$ cat src/design/avt_pkg.sv
// Shared types and constants for the affine vertex transform.
// Holds the matrix row layout, pipeline control struct and register map.
// No dependencies.
`default_nettype none

package avt_pkg;

  // Register file geometry: six 64-bit registers at 8-byte spacing.
  localparam int unsigned NUM_REGS  = 6;
  localparam int unsigned DATA_W    = 64;
  localparam int unsigned ADDR_W    = 6;
  localparam int unsigned REG_IDX_W = 3;

  localparam logic [REG_IDX_W-1:0] REG_ROW_X_AB    = 3'd0;
  localparam logic [REG_IDX_W-1:0] REG_ROW_X_C_OFF = 3'd1;
  localparam logic [REG_IDX_W-1:0] REG_ROW_Y_AB    = 3'd2;
  localparam logic [REG_IDX_W-1:0] REG_ROW_Y_C_OFF = 3'd3;
  localparam logic [REG_IDX_W-1:0] REG_ROW_Z_AB    = 3'd4;
  localparam logic [REG_IDX_W-1:0] REG_ROW_Z_C_OFF = 3'd5;

  // Reset gives the identity transform (1.0 in Q16.16 on the diagonal).
  localparam logic [DATA_W-1:0] RST_ROW_X_AB    = 64'h0000_0000_0001_0000;
  localparam logic [DATA_W-1:0] RST_ROW_X_C_OFF = 64'h0000_0000_0000_0000;
  localparam logic [DATA_W-1:0] RST_ROW_Y_AB    = 64'h0001_0000_0000_0000;
  localparam logic [DATA_W-1:0] RST_ROW_Y_C_OFF = 64'h0000_0000_0000_0000;
  localparam logic [DATA_W-1:0] RST_ROW_Z_AB    = 64'h0000_0000_0000_0000;
  localparam logic [DATA_W-1:0] RST_ROW_Z_C_OFF = 64'h0000_0000_0001_0000;

  localparam int unsigned NUM_LANES = 3;

  // One matrix row: coefficients of x, y, z and the translation.
  typedef struct packed {
    logic signed [31:0] a;
    logic signed [31:0] b;
    logic signed [31:0] c;
    logic signed [31:0] t;
  } avt_row_t;

  // Per-stage load enables driven by the pipeline control in the top level.
  typedef struct packed {
    logic en_mul;
    logic en_sum;
    logic en_sat;
    logic en_out;
  } avt_ctl_t;

endpackage

`default_nettype wire

$ cat src/design/avt_merge.sv
// Output stage of the affine vertex transform: gathers the three lane results
// and ORs their saturation flags into one overflow flag; uses avt_pkg.
`default_nettype none

module avt_merge (
  input  wire logic               clk_i,
  input  wire avt_pkg::avt_ctl_t  ctl_i,
  input  wire logic signed [31:0] res_i [avt_pkg::NUM_LANES],
  input  wire logic               ovf_i [avt_pkg::NUM_LANES],
  output logic signed [31:0]      out_x_o,
  output logic signed [31:0]      out_y_o,
  output logic signed [31:0]      out_z_o,
  output logic                    overflow_o
);

  logic signed [31:0] x_q, y_q, z_q;
  logic               ovf_q;

  always_ff @(posedge clk_i) begin
    if (ctl_i.en_out) begin
      x_q   <= res_i[0];
      y_q   <= res_i[1];
      z_q   <= res_i[2];
      ovf_q <= ovf_i[0] | ovf_i[1] | ovf_i[2];
    end
  end

  assign out_x_o    = x_q;
  assign out_y_o    = y_q;
  assign out_z_o    = z_q;
  assign overflow_o = ovf_q;

endmodule

`default_nettype wire

$ cat config.mk
export PLATFORM = sky130hd
export DESIGN_NAME = avt_merge
export DESIGN_NICKNAME = d
export VERILOG_FILES = /design/src/design/avt_pkg.sv /design/src/design/avt_merge.sv
export SDC_FILE = /design/constraint.sdc
export NUM_CORES = 1
export LEC_CHECK = 0
export BUFFER_PORTS_ARGS = -buffer_cell sky130_fd_sc_hd__buf_4
export CAP_MARGIN = 20
export CELL_PAD_IN_SITES_DETAIL_PLACEMENT = 0
export CELL_PAD_IN_SITES_GLOBAL_PLACEMENT = 2
export CORE_ASPECT_RATIO = 1.1
export CORE_MARGIN = 2
export CORE_UTILIZATION = 27
export DETAILED_ROUTE_END_ITERATION = 8
export GPL_TIMING_DRIVEN = 0
export HOLD_SLACK_MARGIN = 0.05
export PLACE_DENSITY = 0.76
export SLEW_MARGIN = 20
export SYNTH_ARGS = -nofsm -noshare
export SYNTH_HDL_FRONTEND = slang
export SYNTH_SLANG_ARGS = --single-unit
$ cat constraint.sdc
create_clock -name clk_i -period 1.1 [get_ports clk_i]
set_input_delay 0.22 -clock clk_i [delete_from_list [all_inputs] [get_ports clk_i]]
set_output_delay 0.22 -clock clk_i [all_outputs]
set_load 0.01 [all_outputs]
==> impl_metrics.toml, run 1 <==
[cts]
cts-root-buf = "clkbuf_16"
clock_path_buffers = 2
cts_buffers = 9
cts_max_level = 3
clock_sinks = 97
cts_tree = "built"
clk_pin_slew_worst_paths_ps = 60

[die]
start_util = 0.280
ios = 201
fp-row-count = 39
die_w_um = 103
core_um2 = 10400
die-area_um2 = 11700
fp.dieH_um = 113

[sta]
maxSlewViolCount = 0
fin_crit_sh = 0.998
fin_ws_ps = 2.27
finalSetupViolations = 0
hold_violations = 0
slew_headroom = 0.428
hold_slack_ps = 74.5
tightest_slew_ps = 858
tns_ps = 0
rsz0062_at_grt = "yes"
fmax_mhz = 911
fin_crit_ps = 1100

[route]
drc = 0
via_per_inst = 3.96
top_layer_used = "met4"
drt_iter0_markers = 57
drtAntennaViolNets = 0
drt-met1-wl_um = 2990
wl_met2_um = 4320
first_pass_iters = 4
vias = 2168
routed_wl_um = 8240
wire_per_inst_um = 15.0
wl_met3_um = 799

[final_layout]
nNetsFinal = 504
drive_gt1_frac = 0.521
n_fill_cell = 828
finalInstanceArea_um2 = 6080
num_antenna_cells = 0
fin_cells = 548
syn2layout_area_growth_pct = 108

[synthesis]
yosysSeqAreaShare = 0.998
yosys_warnings = 0
yosys_register_bits = 97
syn_nets = 202
syn_avg_cell_area_um2 = 29.8
syn_area_um2 = 2920
yosysUniqueCellTypes = 2
syn_inst = 98

[placement]
post-place-ws_ps = -460
dpl.cell_count = 438
placed_cell_area_um2 = 4580
gp_congestion = 0.657
portBuffers = 197

[worst_setup_path]
crit_type = "register to output port"
worst_setup_path_start_kind = "register"
required_ps = 880
path_buf_inv = 1
max_stage_delay_ps = 410
cp_top_family = "flip-flops"
crit_fanout = 1
worst_path_max_delay_cell = "edfxtp_1"
crit_chain = "buf_6"
arrival_ps = 880
cp-end-kind = "output port"
cp-startpoint = "out_y_o[26]$_DFFE_PP_"

[global_route]
grt_pass1_vias = 2396
grt_usage = 0.141
antenna_found_initial = 0
grt_pass1_wl_um = 11900
grt_overflow = 0
grt_max_degree = 98

[power_and_ir_drop]
vdd_drop_max_uv = 919
power_density_nw_per_um2 = 1420
cellLeakagePower_nw = 2.51

[run]
maxCapViolations = 0

[status]
status = "finished, final reports clean"

[min_path]
hold_class = "input pin to register"
hp-start = "res_i[0]"
-- routing by layer --
metal / global-route usage / vias to the layer above
met5: 0 / -
met4: 0.0649 / 0
met3: 0.0593 / 11
met2: 0.234 / 132
met1: 0.155 / 1021
li1: - / 1004
-- repair_timing --
action                                  4_1_cts  5_1_grt
gates resized for setup                      23       55
buffers inserted                              0        0
endpoints found under the hold margin        92        2
endpoints found under the setup margin      127       87
hold buffers                                 92        2
-- placed cells by master (no fill, tap or decap) --
cell type / count
buf_6: 78
clkbuf_16: 9
clkinv_2: 2
clkinvlp_4: 3
dlygate4sd3_1: 94
clkbuf_1: 2
edfxtp_1: 97
buf_4: 119
or3_1: 1
-- synthesized netlist by cell type, drive strengths merged --
master,count,area [µm²]
edfxtp,97,2910
or3,1,6.26
-- stage by stage --
step	power [W]	util
floorplan	0.00471	-
global placement	0.00548	0.438
detailed placement	0.00550	0.438
CTS	0.00865	0.560
global route	0.00903	0.582
finish	0.00865	0.582
-- sequential cells by signal (all words and copies together), names as in the netlist --
register / count
out_x_o: 32
out_y_o: 32
out_z_o: 32
overflow_o: 1
-- kinds of logic (layout without fill, tap and decap cells) --
group                  Yosys count  count (layout)  share of synthesized area
buffers and inverters            0             307                          0
AND/OR/NAND/NOR                  1               1                    0.00214
flip-flops                      97              97                      0.998
-- worst paths after layout --
check	end	cells past startpoint
setup / recovery	out_y_o[26]	1
hold / removal	out_z_o[0]$_DFFE_PP_	1
-- cell type report --
cell class              instances  area (µm²)  area share
well taps                     143         179      0.0294
clock buffers                  11         233      0.0383
clock inverters                 5        32.5     0.00535
repair buffers                291        2710       0.446
multi-input cells               1        6.26     0.00103
flip-flops and latches         97        2910       0.479
-- power by group --
group	switching [W]	internal (W)	leakage, nW
Clock	0.00126	0.00153	0.122
Combinational	0.000442	0.000893	1.44
Sequential	0.000124	0.00440	0.950
Power figures use the tool's default switching activity.
==> inputs of run 2 (changes only) <==
- SETUP_SLACK_MARGIN: not set -> 0.5
==> impl_metrics.toml, run 2 (synthesis results as in run 1) <==
[final_layout]
syn2layout_area_growth_pct = 80.1
nNetsFinal = 411
utilization = 0.503
drive_gt1_frac = 0.683
layout_common_cells = "101 x buf_4, 97 x edfxtp_1, 95 x buf_6, 9 x clkbuf_16, 3 x clkinvlp_4"
final_common_cell = "buf_4"
num_antenna_cells = 0

[cts]
cts_tree = "built"
clock_sinks = 97
cts-root-buf = "clkbuf_16"
clk_pin_slew_worst_paths_ps = 70
cts_max_level = 3
cts_buffers = 9
clock_path_buffers = 2
cts_setup_buffers = 0

[worst_setup_path]
max_stage_delay_ps = 390
crit_type = "register to output port"
required_ps = 880
worst_setup_path_start_kind = "register"
crit_chain = "buf_4"
worst_path_max_delay_cell = "edfxtp_1"
cp-startpoint = "out_y_o[16]$_DFFE_PP_"
crit_fanout = 1
cp-end-kind = "output port"
path_buf_inv = 1
arrival_ps = 880
cp_top_family = "flip-flops"

[global_route]
grt_use_met1 = 0.132
grt_usage = 0.126
grt_pass1_vias = 1960
met2_usage = 0.195
grtUsageMet3 = 0.0809
top_usage_layer = "met2"
grt_max_degree = 50
antenna_found_initial = 0
grt_pass1_wl_um = 10300
grt_overflow = 0

[status]
violations = "setup timing"
status = "complete, but fails checks"

[min_path]
hold_class = "input pin to register"
hp-start = "res_i[34]"

[die]
start_util = 0.280
fp.dieH_um = 113
die_w_um = 103
fp-row-count = 39
core_um2 = 10400
ios = 201
die-area_um2 = 11700

[sta]
tns_ps = -1.59
fmax_mhz = 908
finalSetupViolations = 1
fin_crit_ps = 1100
tightest_slew_ps = 258
fin_crit_sh = 1.00
hold_violations = 0
rsz0062_at_grt = "yes"
fin_ws_ps = -1.59
maxSlewViolCount = 0
slew_headroom = 0.828

[route]
via_per_inst = 3.92
wire_per_inst_um = 15.8
drt_iter0_markers = 57
drtAntennaViolNets = 0
routed_wl_um = 7200
drc = 0
first_pass_iters = 4
vias = 1785

[run]
maxCapViolations = 0

[placement]
gp_congestion = 0.657
portBuffers = 197

[power_and_ir_drop]
cellLeakagePower_nw = 2.17
power_density_nw_per_um2 = 1600
p_total_w = 0.00842
vdd_drop_max_uv = 1060
[run 2: cell types whose count changed in the layout (fill, tap and decap cells not counted), sizes merged]
cell,change
dlygate4sd3,-94
bufbuf,+1
[run 2: power breakdown]
part | switching (W) | leakage [nW] | total (W) | internal (W)
clock network | 0.00126 | 0.122 | 0.00279 | 0.00152
logic | 0.000379 | 1.09 | 0.00111 | 0.000729
registers | 0.000128 | 0.950 | 0.00453 | 0.00440
total | 0.00177 | 2.17 | 0.00842 | 0.00665
[run 2: metrics by stage]
| stage | hold WS, ps | area [µm²] | std cells | worst slack [ps] |
|---|---|---|---|---|
| CTS | 35.5 | 5230 | 455 | -23.9 |
| finish | 53.1 | 5260 | 455 | -1.59 |
| global route | 31.9 | 5260 | 455 | -38.4 |
| floorplan | 319 | 2920 | 98 | 273 |
| global placement | 398 | 4580 | 438 | -421 |
| detailed placement | 399 | 4580 | 438 | -460 |
[run 2: worst paths after layout]
path	end	slack (ps)	depth (start not counted)
min	out_y_o[2]$_DFFE_PP_	50	1
max	out_y_o[16]	-2	1
[run 2: what timing repair did]
action	4_1_cts	5_1_grt
hold endpoints to repair	92	91
gates cloned	1	0
endpoints found under the setup margin	194	98
gates resized for setup	93	7
[run 2: metal layers]
layer / wire, µm / up-vias / share of wire
li1: - / 816 / -
met1: 2520 / 830 / 0.35
met2: 3490 / 127 / 0.49
met3: 1050 / 12 / 0.15
met4: 137 / 0 / 0.019
met5: 0 / - / 0
[run 2: area by class of cell]
class | count | area, µm²
flip-flops and latches | 97 | 2910
well taps | 143 | 179
fillers | 888 | 5190
clock buffers | 11 | 233
multi-input cells | 1 | 11.3
repair buffers | 198 | 1890
clock inverters | 5 | 32.5
