$ cat src/design/avt_pkg.sv
// Shared types and constants for the affine vertex transform.
// Holds the matrix row layout, pipeline control struct and register map.
// No dependencies.
`default_nettype none

package avt_pkg;

  // Register file geometry: six 64-bit registers at 8-byte spacing.
  localparam int unsigned NUM_REGS  = 6;
  localparam int unsigned DATA_W    = 64;
  localparam int unsigned ADDR_W    = 6;
  localparam int unsigned REG_IDX_W = 3;

  localparam logic [REG_IDX_W-1:0] REG_ROW_X_AB    = 3'd0;
  localparam logic [REG_IDX_W-1:0] REG_ROW_X_C_OFF = 3'd1;
  localparam logic [REG_IDX_W-1:0] REG_ROW_Y_AB    = 3'd2;
  localparam logic [REG_IDX_W-1:0] REG_ROW_Y_C_OFF = 3'd3;
  localparam logic [REG_IDX_W-1:0] REG_ROW_Z_AB    = 3'd4;
  localparam logic [REG_IDX_W-1:0] REG_ROW_Z_C_OFF = 3'd5;

  // Reset gives the identity transform (1.0 in Q16.16 on the diagonal).
  localparam logic [DATA_W-1:0] RST_ROW_X_AB    = 64'h0000_0000_0001_0000;
  localparam logic [DATA_W-1:0] RST_ROW_X_C_OFF = 64'h0000_0000_0000_0000;
  localparam logic [DATA_W-1:0] RST_ROW_Y_AB    = 64'h0001_0000_0000_0000;
  localparam logic [DATA_W-1:0] RST_ROW_Y_C_OFF = 64'h0000_0000_0000_0000;
  localparam logic [DATA_W-1:0] RST_ROW_Z_AB    = 64'h0000_0000_0000_0000;
  localparam logic [DATA_W-1:0] RST_ROW_Z_C_OFF = 64'h0000_0000_0001_0000;

  localparam int unsigned NUM_LANES = 3;

  // One matrix row: coefficients of x, y, z and the translation.
  typedef struct packed {
    logic signed [31:0] a;
    logic signed [31:0] b;
    logic signed [31:0] c;
    logic signed [31:0] t;
  } avt_row_t;

  // Per-stage load enables driven by the pipeline control in the top level.
  typedef struct packed {
    logic en_mul;
    logic en_sum;
    logic en_sat;
    logic en_out;
  } avt_ctl_t;

endpackage

`default_nettype wire

$ cat src/design/avt_regs.sv
// Configuration register file for the affine vertex transform.
// APB-style write and read of the six 64-bit matrix registers; uses avt_pkg.
`default_nettype none

module avt_regs (
  input  wire logic                         clk_i,
  input  wire logic                         rst_ni,
  input  wire logic                         psel,
  input  wire logic                         penable,
  input  wire logic                         pwrite,
  input  wire logic [avt_pkg::ADDR_W-1:0]   paddr,
  input  wire logic [avt_pkg::DATA_W-1:0]   pwdata,
  output logic      [avt_pkg::DATA_W-1:0]   prdata,
  output logic                              pready,
  output avt_pkg::avt_row_t                 rows_o [avt_pkg::NUM_LANES]
);

  logic [avt_pkg::DATA_W-1:0]    regs_q [avt_pkg::NUM_REGS];
  logic [avt_pkg::REG_IDX_W-1:0] idx;
  logic                          idx_ok;
  logic                          wr_en;

  assign idx    = paddr[avt_pkg::ADDR_W-1:3];
  assign idx_ok = idx < avt_pkg::REG_IDX_W'(avt_pkg::NUM_REGS);
  assign wr_en  = psel && penable && pwrite && idx_ok;
  assign pready = 1'b1;

  always_ff @(posedge clk_i or negedge rst_ni) begin
    if (!rst_ni) begin
      regs_q[avt_pkg::REG_ROW_X_AB]    <= avt_pkg::RST_ROW_X_AB;
      regs_q[avt_pkg::REG_ROW_X_C_OFF] <= avt_pkg::RST_ROW_X_C_OFF;
      regs_q[avt_pkg::REG_ROW_Y_AB]    <= avt_pkg::RST_ROW_Y_AB;
      regs_q[avt_pkg::REG_ROW_Y_C_OFF] <= avt_pkg::RST_ROW_Y_C_OFF;
      regs_q[avt_pkg::REG_ROW_Z_AB]    <= avt_pkg::RST_ROW_Z_AB;
      regs_q[avt_pkg::REG_ROW_Z_C_OFF] <= avt_pkg::RST_ROW_Z_C_OFF;
    end else if (wr_en) begin
      regs_q[idx] <= pwdata;
    end
  end

  always_comb begin
    prdata = '0;
    if (idx_ok) begin
      prdata = regs_q[idx];
    end
  end

  // Each row spans two registers: {b, a} then {t, c}.
  always_comb begin
    for (int r = 0; r < avt_pkg::NUM_LANES; r++) begin
      rows_o[r].a = regs_q[2*r][31:0];
      rows_o[r].b = regs_q[2*r][63:32];
      rows_o[r].c = regs_q[2*r+1][31:0];
      rows_o[r].t = regs_q[2*r+1][63:32];
    end
  end

endmodule

`default_nettype wire

$ cat config.mk
export PLATFORM = sky130hd
export DESIGN_NAME = avt_regs
export DESIGN_NICKNAME = d
export VERILOG_FILES = /design/src/design/avt_pkg.sv /design/src/design/avt_regs.sv
export SDC_FILE = /design/constraint.sdc
export NUM_CORES = 1
export LEC_CHECK = 0
export ABC_CLOCK_PERIOD_IN_PS = 1200
export BUFFER_PORTS_ARGS = -buffer_cell sky130_fd_sc_hd__buf_2
export CORE_AREA = 2 2 213 215
export DETAILED_ROUTE_END_ITERATION = 10
export DIE_AREA = 0 0 215 217
export GPL_ROUTABILITY_DRIVEN = 0
export PLACE_DENSITY = 0.64
export SLEW_MARGIN = 0
export SYNTH_ARGS = -nofsm -noshare
export SYNTH_HDL_FRONTEND = slang
export SYNTH_SLANG_ARGS = --single-unit
$ cat constraint.sdc
create_clock -name clk_i -period 1.2 [get_ports clk_i]
set_input_delay 0 -clock clk_i [delete_from_list [all_inputs] [get_ports clk_i]]
set_output_delay 0 -clock clk_i [all_outputs]
set_load 0.02 [all_outputs]
==> impl_metrics.csv, run 1 <==
group,metric,value,unit
outcome,run_status,"finished with violations",
outcome,violated_checks,"negative setup slack",
place,placed_cells_incl_taps,2333,
sta,tightest_slew,0.905,ns
drt,drc,0,
sta,fin_hold_ws,0.00348,ns
cts,cts_htree_levels,2,
critical_path,r2r_setup_slack,0.13,ns
pwr,cellLeakagePower,0.0138,uW
critical_path,worstReg2RegEnd,"rows_o[180]$_DFFE_PN0P_",
drt,drtAntennaViolNets,0,
cts,clock_latency,0.55,ns
die,start_util,39.2,%
sta,finalWorstPathRequiredPeriod,1.73,ns
critical_path,timing.critical_path.from_type,"flip-flop",
grt,vias_in_the_first_global_route,14900,
drt,vias,14100,
critical_path,critical_path.reg2reg.startpoint,"rows_o[180]$_DFFE_PN0P_",
grt,antenna_found_initial,2,
grt,grt_start_max_net_pins,82,
synth,ys_seq_elements,384,
pwr,power.density_cell_area,1800,nW/um^2
synth,synth.cell_area,17500,sq um
critical_path,crit_type,"reg2out",
pwr,vdd_ir_drop_max,0.00116,V
sta,part_of_the_cycle_the_worst_path_needs,144,%
grt,grtUsageTotal,25.6,%
min_path,worstHoldPathType,"in2reg",
cts,tritoncts,"yes",
cells_and_area,nNetsFinal,2101,
synth,syn-num-nets,1261,
cts,cts.path.max_buffers,3,
cells_and_area,fillCellCount,3453,
place,post_dp_cell_area,21600,sq um
cts,cts_made_buffers,42,
synth,ys_seq_area_share,54.9,%
flow_run,maxCapViolations,0,
sta,slew_violations,0,
drt,detail_route.wl_per_cell,23.5,microns
sta,rsz_0062_raised_after_global_routing,"yes",
critical_path,worst_r2r_path_depth,3,
min_path,worst_hold_startpoint,"paddr[3]",
critical_path,arrival,1.73,ns
die,die-height,217,microns
grt,first_pass_grt_wire_length,91.6,mm
place,pre_cts_ws,-0.366,ns
critical_path,cp.required,1.20,ns
sta,max_slew_margin,39.5,%
cts,cts.reportedPaths.clkPinSlew,0.06,ns
die,die_width,215,microns
cells_and_area,antenna_cells_inserted,0,
cells_and_area,largest_register_ff_count,384,
synth,synth_cells,1186,
drt,dr.first_iter.drc_count,810,
place,port-buffer-count,519,
cts,clk_root_buffer_cell,"sky130_fd_sc_hd__clkbuf_16",
min_path,hold-path-cell-count,4,
die,core-area,44700,sq um
synth,synth_largest_area_cell,"sky130_fd_sc_hd__dfrtp_1",
die,ios,524,
sta,finalSetupViolCount,136,
synth,synth_cell_types,26,
cts,clock_sink_count,384,
cells_and_area,final_instance_count_excl_fillers,2655,
die,die-area,46700,sq um
synth,share_of_the_synthesized_area_in_the_top_cell_type,54.5,%
sta,skew,0,ns
min_path,min_delay_worst_endpoint,"rows_o[146]$_DFFE_PN0P_",
synth,synthesis.area_per_instance,14.8,sq um
sta,timing_hold_violations_final,0,
synth,yosysWarningCount,0,
drt,drtPass1Iterations,5,
cells_and_area,area.growth.synth_to_final,55.9,%
die,fp-row-count,78,
drt,drt-vias-per-instance,5.31,
drt,totalWireLength,62.4,mm
cells_and_area,final_cell_area,27300,sq um
critical_path,critical_path.endpoint_type,"output pin",
cells_and_area,drive_gt1_share,45.6,%
sta,fin_ws,-0.531,ns
critical_path,critical_path_peak_fanout,2,
synth,netlist_top_cells_area,"sky130_fd_sc_hd__dfrtp_1 (54%), sky130_fd_sc_hd__mux2_1 (26%), sky130_fd_sc_hd__mux2i_1 (8.4%), sky130_fd_sc_hd__o22a_1 (2.1%), sky130_fd_sc_hd__a221o_1 (1.3%)",
place,dp.final_hpwl,41.1,mm
sta,max_clock_freq,0.578,GHz
grt,overflow,0,
final cells by class:
| class | instances | area, sq um | area share, % |
|---|---|---|---|
| Clock inverter | 11 | 209 | 0.766 |
| Inverter | 22 | 82.6 | 0.303 |
| Sequential cell | 384 | 9620 | 35.2 |
| Tap cell | 600 | 751 | 2.75 |
| Multi-Input combinational cell | 698 | 7440 | 27.3 |
| Clock buffer | 62 | 1290 | 4.73 |
| Timing Repair Buffer | 878 | 7900 | 29.0 |
where the power goes:
part           leakage (uW)  total, uW  internal, uW  switching, uW
combinational       0.00816      17600          8750           8880
clock              0.000739      14000          8700           5270
sequential          0.00490      17600         15500           2040
total                0.0138      49200         33000          16200
Yosys cell counts, drive strengths merged:
cell type,n
or2,2
o21ai,41
conb,1
a221o,22
dfstp,3
mux2,406
o32ai,22
inv,22
nor2,7
buf,64
dfrtp,381
nand4,1
mux2i,147
a221oi,1
nand2,1
a211oi,1
nand4b,1
clkbuf,18
o22a,41
nor2b,2
nand2b,2
worst max-delay path by stage:
stage,end,cells past startpoint,startpoint
finish,prdata[42],3,rows_o[74]$_DFFE_PN0P_
global route,prdata[14],4,rows_o[302]$_DFFE_PN0P_
CTS,prdata[49],3,rows_o[81]$_DFFE_PN0P_
detailed placement,rows_o[157]$_DFFE_PN0P_,6,paddr[5]
global placement,prdata[14],7,paddr[5]
floorplan,rows_o[357]$_DFFE_PN0P_,5,paddr[5]
routing by layer:
layer | vias up | wire length, microns | track usage, %
li1 | 6107 | - | -
met1 | 7242 | 25400 | 32.6
met2 | 592 | 30100 | 42.6
met3 | 151 | 4700 | 6.39
met4 | 2 | 2190 | 8.64
met5 | - | 13 | 0
critical path, cell delays in order (launching register included):
cell                      delay (ns)
sky130_fd_sc_hd__dfrtp_1        0.39
sky130_fd_sc_hd__mux2_4         0.28
sky130_fd_sc_hd__a221o_1        0.36
sky130_fd_sc_hd__buf_6          0.15
layout by cell type, fill, tap and decap left out, drive strengths merged:
master / count
buf: 811
mux2: 406
dfrtp: 381
mux2i: 147
dlygate4sd3: 66
clkbuf: 63
o22a: 41
o21ai: 41
inv: 22
a221o: 22
o32ai: 22
nor2: 7
bufinv: 6
clkinv: 5
dfstp: 3
or2: 2
nor2b: 2
nand2b: 2
a211oi: 1
a221oi: 1
nand2: 1
nand4b: 1
nand4: 1
conb: 1
what timing repair did:
item                                   4_1_cts  5_1_grt
pin swaps                                   42       30
setup endpoints to repair                   94      223
buffers inserted                           127      107
endpoints found under the hold margin      768        0
hold buffers                                66        0
gates resized for setup                    516      176
metrics by stage:
step	total power, uW	setup TNS, ns	utilization (%)
floorplan	24300	-3.07	-
global route	51100	-37.44	61.1
CTS	47900	-28.30	58.9
finish	49200	-26.10	61.1
global placement	29800	-109.01	48.3
detailed placement	30100	-115.97	48.3
cell families (layout without fill, tap and decap cells):
family                 after synthesis  in the layout  share of synthesized area, %
muxes                              553            553                          34.5
DFF                                384            384                          54.9
AOI/OAI and AO/OA                  128            128                          5.68
buffers and inverters              104            973                          3.73
and+or+nand+nor                     16             16                          1.12
other                                1              1                        0.0214
No activity file was read; power rests on OpenSTA's default activity.
==> run 2, diff against run 1 <==
BUFFER_PORTS_ARGS = -buffer_cell sky130_fd_sc_hd__buf_4   (was -buffer_cell sky130_fd_sc_hd__buf_2)
==> run 2 against run 1 <==
Compared with the run above: the flow finishes with violations (negative hold slack, negative setup slack); non-clock buffer count grew 19; count of clock-buffer cells in the layout grew 5; worst setup slack lost 0.023 ns; design area is 3.8% higher; largest power group is now combinational cells.
==> impl_metrics.csv, run 2 (synthesized netlist as in run 1, its figures left out) <==
group,metric,value,unit
die,die-area,46700,sq um
drt,drt-vias-per-instance,5.27,
die,core-area,44700,sq um
drt,detail_route.wl_per_cell,24.0,microns
grt,overflow,0,
sta,part_of_the_cycle_the_worst_path_needs,146,%
cts,cts.path.max_buffers,3,
grt,grtUsageTotal,26.8,%
sta,slew_violations,0,
outcome,violated_checks,"negative hold slack, negative setup slack",
cts,cts_made_buffers,43,
pwr,vdd_ir_drop_max,0.00134,V
drt,drtPass1Iterations,5,
die,ios,524,
pwr,internal_power,33700,uW
critical_path,critical_path_peak_fanout,3,
critical_path,timing.critical_path.from_type,"flip-flop",
die,start_util,39.2,%
sta,timing_hold_violations_final,18,
place,dp.final_hpwl,41.9,mm
outcome,run_status,"finished with violations",
drt,vias,14100,
critical_path,cp.required,1.20,ns
cells_and_area,nNetsFinal,2121,
critical_path,r2r_setup_slack,0.13,ns
min_path,worstHoldPathType,"in2async",
pwr,cellLeakagePower,0.0141,uW
pwr,power.density_cell_area,1780,nW/um^2
place,post_dp_cell_area,22700,sq um
flow_run,maxCapViolations,0,
cts,cts_htree_levels,2,
grt,grt_start_max_net_pins,55,
cells_and_area,antenna_cells_inserted,0,
critical_path,worst_r2r_path_depth,3,
pwr,power_frac_clock,26.3,%
die,fp-row-count,78,
pwr,power.share.combinational,38.6,%
cts,clock_sink_count,384,
drt,totalWireLength,64.2,mm
critical_path,arrival,1.75,ns
critical_path,worstReg2RegEnd,"rows_o[242]$_DFFE_PN0P_",
pwr,p_sw,16600,uW
drt,drc,0,
pwr,share_seq_of_total_power,35.1,%
sta,finalSetupViolCount,164,
place,port-buffer-count,519,
cells_and_area,final_cell_area,28300,sq um
sta,max_clock_freq,0.570,GHz
sta,fin_ws,-0.553,ns
drt,drtAntennaViolNets,0,
sta,skew,0,ns
place,pre_cts_ws,-0.346,ns
cts,post_cts_hold_buffer_count,65,
sta,finalWorstPathRequiredPeriod,1.75,ns
cells_and_area,final_common_cell,"sky130_fd_sc_hd__buf_6",
grt,vias_in_the_first_global_route,15100,
grt,antenna_found_initial,0,
die,die_width,215,microns
cts,clk_root_buffer_cell,"sky130_fd_sc_hd__clkbuf_16",
sta,tightest_slew,1.03,ns
drt,dr.first_iter.drc_count,808,
critical_path,critical_path.endpoint_type,"output pin",
cells_and_area,drive_gt1_share,46.1,%
critical_path,crit_slowest_cell,"sky130_fd_sc_hd__dfrtp_1",
sta,fin_hold_ws,-0.0551,ns
cts,tritoncts,"yes",
critical_path,crit_type,"reg2out",
grt,first_pass_grt_wire_length,95.3,mm
critical_path,critical-path-max-stage-delay,0.40,ns
cts,cts.reportedPaths.clkPinSlew,0.06,ns
die,die-height,217,microns
sta,rsz_0062_raised_after_global_routing,"yes",
pwr,power_switching_share,33.0,%
cells_and_area,largest_register_ff_count,384,
cells_and_area,commonest_non_fill_non_tap_cells_in_the_layout,"sky130_fd_sc_hd__buf_6 (467), sky130_fd_sc_hd__mux2_1 (384), sky130_fd_sc_hd__dfrtp_1 (378)",
sta,max_slew_margin,31.4,%
cts,clock_latency,0.55,ns
critical_path,critical_path.reg2reg.startpoint,"rows_o[242]$_DFFE_PN0P_",
cells_and_area,fillCellCount,3400,
critical_path,timing.critical_path.cells,"mux2i_1, o32ai_2, a221o_1, buf_4",
cells_and_area,area.growth.synth_to_final,61.9,%
[run 2: cell count changes in the layout (fill, tap and decap cells not counted), sizes merged]
cell / delta
buf: +21
bufinv: -4
clkbuf: +4
clkinv: +1
dlygate4sd3: -1
[run 2: routing by layer]
layer,global-route usage (%),up-vias,wire length (microns)
met5,0,-,0
met4,9.82,0,2280
met3,7.48,137,4770
met2,43.9,513,30700
met1,33.9,7314,26500
li1,-,6141,-
[run 2: timing repair]
| action | in CTS | in global routing |
|---|---|---|
| resized for setup | 402 | 161 |
| hold endpoints to repair | 768 | 18 |
| pin swaps | 46 | 28 |
| setup endpoints to repair | 111 | 268 |
| buffers inserted | 161 | 116 |
[run 2: per-stage QoR]
| stage | utilization (%) | std cells | total power [uW] | hold slack (ns) | setup TNS (ns) |
|---|---|---|---|---|---|
| 2_1_floorplan | - | 1186 | 24300 | -0.296 | -3.07 |
| 3_3_place_gp | 50.8 | 2321 | 31800 | -0.0568 | -88.20 |
| 3_5_place_dp | 50.8 | 2321 | 32000 | -0.0558 | -94.04 |
| 4_1_cts | 61.4 | 2618 | 49200 | -0.0660 | -31.93 |
| 5_1_grt | 63.4 | 2676 | 52400 | -0.0633 | -41.64 |
| 6_report | 63.4 | 2676 | 50300 | -0.0551 | -28.12 |
[run 2: worst max-delay path, delay by kind of cell, from the launching register on]
family                 cells  cell delay [ns]
buffers and inverters      1             0.16
AO/OA/AOI/OAI              2             0.45
flip-flops                 1             0.40
multiplexers               1             0.19
[run 2: worst max-delay path by stage]
stage                                 start                 endpoint  depth (start not counted)
finish              rows_o[366]$_DFFE_PN0P_               prdata[14]                          4
global route        rows_o[174]$_DFFE_PN0P_               prdata[14]                          4
CTS                  rows_o[81]$_DFFE_PN0P_               prdata[49]                          3
detailed placement                 paddr[4]               prdata[14]                          7
global placement                   paddr[4]               prdata[14]                          7
floorplan                          paddr[5]  rows_o[357]$_DFFE_PN0P_                          5
[run 2: layout make-up]
type                       count  area [sq um]  area share, %
sequential                   384          9620           33.9
timing repair buffer         897          9020           31.8
multi-input combinational    698          7460           26.3
clock buffer                  67          1320           4.65
tap                          600           751           2.65
clock inverter                 8          93.8          0.331
inverter                      22          82.6          0.291
[run 2: power by group through the flow]
stage	sequential (uW)	combinational [uW]	clock, uW
2_1_floorplan	20500	3830	0
3_3_place_gp	17800	14000	0
3_5_place_dp	17900	14200	0
4_1_cts	17500	18200	13500
5_1_grt	17900	20400	14100
6_report	17700	19400	13200
==> run 3, diff against run 2 <==
==> constraint.sdc (replaced) <==
create_clock -name clk_i -period 1.2 [get_ports clk_i]
set_input_delay 0.18 -clock clk_i [delete_from_list [all_inputs] [get_ports clk_i]]
set_output_delay 0.18 -clock clk_i [all_outputs]
set_load 0.02 [all_outputs]
==> run 3 against run 2 <==
Compared with the run above: total power is 8.6% higher; count of clock-buffer cells in the layout is 2 higher; core utilization is 9.3 points higher; highest routed layer unchanged; design area is 15% higher; worst hold slack better by 0.17 ns; via count is 7.9% higher; the run ends with negative setup slack left.
==> impl_metrics.csv, run 3 (synthesized netlist as in run 1, its figures left out) <==
group,metric,value,unit
critical_path,critical_path_peak_fanout,22,
pwr,power.share.combinational,43.1,%
place,dp.final_hpwl,43.3,mm
die,die-area,46700,sq um
critical_path,critical_path.endpoint_type,"output pin",
die,start_util,39.2,%
grt,grt_start_max_net_pins,57,
drt,totalWireLength,73.0,mm
drt,detail_route.wl_per_cell,25.5,microns
critical_path,crit_slowest_cell,"sky130_fd_sc_hd__nor2_4",
cts,cts.path.max_buffers,3,
pwr,internal_power,36800,uW
die,die_width,215,microns
cells_and_area,commonest_non_fill_non_tap_cells_in_the_layout,"sky130_fd_sc_hd__buf_6 (656), sky130_fd_sc_hd__dfrtp_1 (380), sky130_fd_sc_hd__mux2_4 (285)",
place,port-buffer-count,519,
cts,clock_sink_count,384,
cells_and_area,area.growth.synth_to_final,85.5,%
min_path,worstHoldPathType,"in2async",
sta,setup_total_negative_slack,-147.41,ns
cells_and_area,largest_register_ff_count,384,
sta,timing_hold_violations_final,0,
drt,dr.first_iter.drc_count,795,
sta,fin_hold_ws,0.111,ns
sta,max_clock_freq,0.512,GHz
critical_path,timing.critical_path.from_type,"input pin",
flow_run,maxCapViolations,0,
cts,cts.reportedPaths.clkPinSlew,0.05,ns
drt,route.met3.wl,4.02,mm
pwr,share_seq_of_total_power,32.5,%
cells_and_area,nNetsFinal,2307,
cts,clock_latency,0.56,ns
grt,antenna_found_initial,2,
pwr,power.density_cell_area,1680,nW/um^2
pwr,power_switching_share,32.7,%
pwr,vdd_ir_drop_max,0.00170,V
pwr,p_sw,17900,uW
grt,vias_in_the_first_global_route,15700,
drt,wirelength_met1,29.6,mm
sta,skew,0,ns
sta,fin_ws,-0.752,ns
drt,drtPass1Iterations,5,
cts,cts_htree_levels,2,
die,core-area,44700,sq um
sta,part_of_the_cycle_the_worst_path_needs,163,%
sta,finalSetupViolCount,586,
sta,finalWorstPathRequiredPeriod,1.95,ns
sta,max_slew_margin,31.0,%
drt,drtAntennaViolNets,0,
cells_and_area,fillCellCount,2841,
grt,first_pass_grt_wire_length,102,mm
grt,overflow,0,
critical_path,critical-path-max-stage-delay,0.78,ns
cts,clk_root_buffer_cell,"sky130_fd_sc_hd__clkbuf_16",
drt,drc,0,
critical_path,cp_num_buf_inv,2,
sta,tightest_slew,1.03,ns
outcome,run_status,"finished with violations",
cts,cts_made_buffers,44,
drt,drt-vias-per-instance,5.31,
drt,dr.max_layer_used,"met4",
pwr,power_frac_clock,24.5,%
sta,rsz_0062_raised_after_global_routing,"yes",
pwr,cellLeakagePower,0.0159,uW
cells_and_area,drive_gt1_share,64.2,%
outcome,violated_checks,"negative setup slack",
die,ios,524,
critical_path,cp.required,1.02,ns
critical_path,crit_type,"in2out",
die,die-height,217,microns
critical_path,worst_path_dominant_cell_family,"simple AND/OR/NAND/NOR gates",
critical_path,arrival,1.77,ns
cells_and_area,final_common_cell,"sky130_fd_sc_hd__buf_6",
drt,vias,15200,
die,fp-row-count,78,
cts,tritoncts,"yes",
grt,grtUsageTotal,28.8,%
critical_path,timing.critical_path.cells,"buf_4, nand2b_4, nor2_4, a221o_1, buf_6",
drt,wl_met2,36.2,mm
sta,slew_violations,0,
## run 3: cell types whose count changed in the layout (fill, tap and decap cells not counted), moves of 33 or more
cell | previous run | this run
sky130_fd_sc_hd__o21ai_2 | 7 | 41
sky130_fd_sc_hd__mux2_1 | 384 | 121
sky130_fd_sc_hd__buf_4 | 334 | 272
sky130_fd_sc_hd__buf_6 | 467 | 656
sky130_fd_sc_hd__o21ai_1 | 33 | 0
sky130_fd_sc_hd__mux2_4 | 21 | 285
## run 3: cell type report
cell class              count  area [sq um]  share of cell area, %
well taps                 600           751                   2.31
clock inverters            11           115                  0.354
repair buffers           1081         11900                   36.6
multi-input cells         699          8720                   26.8
clock buffers              69          1300                   3.99
diodes                      2          5.00                 0.0154
flip-flops and latches    384          9610                   29.6
inverters                  22          82.6                  0.254
## run 3: per-stage QoR
| step | setup WS [ns] | utilization, % | total power [uW] | instances | cell area, sq um |
|---|---|---|---|---|---|
| after global placement | -0.802 | 55.8 | 34200 | 2460 | 24900 |
| after global routing | -0.791 | 72.7 | 56600 | 2868 | 32500 |
| after floorplan | -0.163 | - | 25500 | 1186 | 18600 |
| after CTS | -0.735 | 68.7 | 52600 | 2745 | 30700 |
| final | -0.752 | 72.7 | 54700 | 2868 | 32500 |
| after detailed placement | -0.839 | 55.8 | 34400 | 2460 | 24900 |
## run 3: worst paths after layout
| path | from | endpoint | slack, ns | depth (start not counted) |
|---|---|---|---|---|
| worst max-delay path | paddr[5] | prdata[46] | -0.75 | 5 |
| worst min-delay path | rst_ni | rows_o[299]$_DFFE_PN0P_ | 0.11 | 2 |
| worst max register to register | rows_o[381]$_DFFE_PN0P_ | rows_o[381]$_DFFE_PN0P_ | 0.03 | 4 |
| worst min register to register | rows_o[77]$_DFFE_PN0P_ | rows_o[77]$_DFFE_PN0P_ | 0.52 | 1 |
| max in group asynchronous | rst_ni | rows_o[198]$_DFFE_PN0P_ | 0.39 | 3 |
| min in group clk_i | pwrite | rows_o[174]$_DFFE_PN0P_ | 0.30 | 4 |
## run 3: layer usage
metal | global-route usage, % | up-vias
li1 | - | 6508
met5 | 0 | -
met1 | 36.6 | 7971
met3 | 5.16 | 156
met4 | 12.3 | 0
met2 | 48.6 | 580
## run 3: power groups by stage
stage | registers, uW | logic (uW) | clock network (uW)
after floorplan | 20500 | 5000 | 0
after global placement | 17600 | 16600 | 0
after detailed placement | 17700 | 16800 | 0
after CTS | 17600 | 21400 | 13600
after global routing | 18000 | 24500 | 14100
final | 17800 | 23500 | 13400
## run 3: timing repair
action                                 4_1_cts  5_1_grt
setup endpoints to repair                  553      683
buffers inserted                           165      169
cloned                                       9       12
hold buffers                                65        0
endpoints found under the hold margin      706        0
pin swaps                                   54       45
gates resized for setup                    654      239
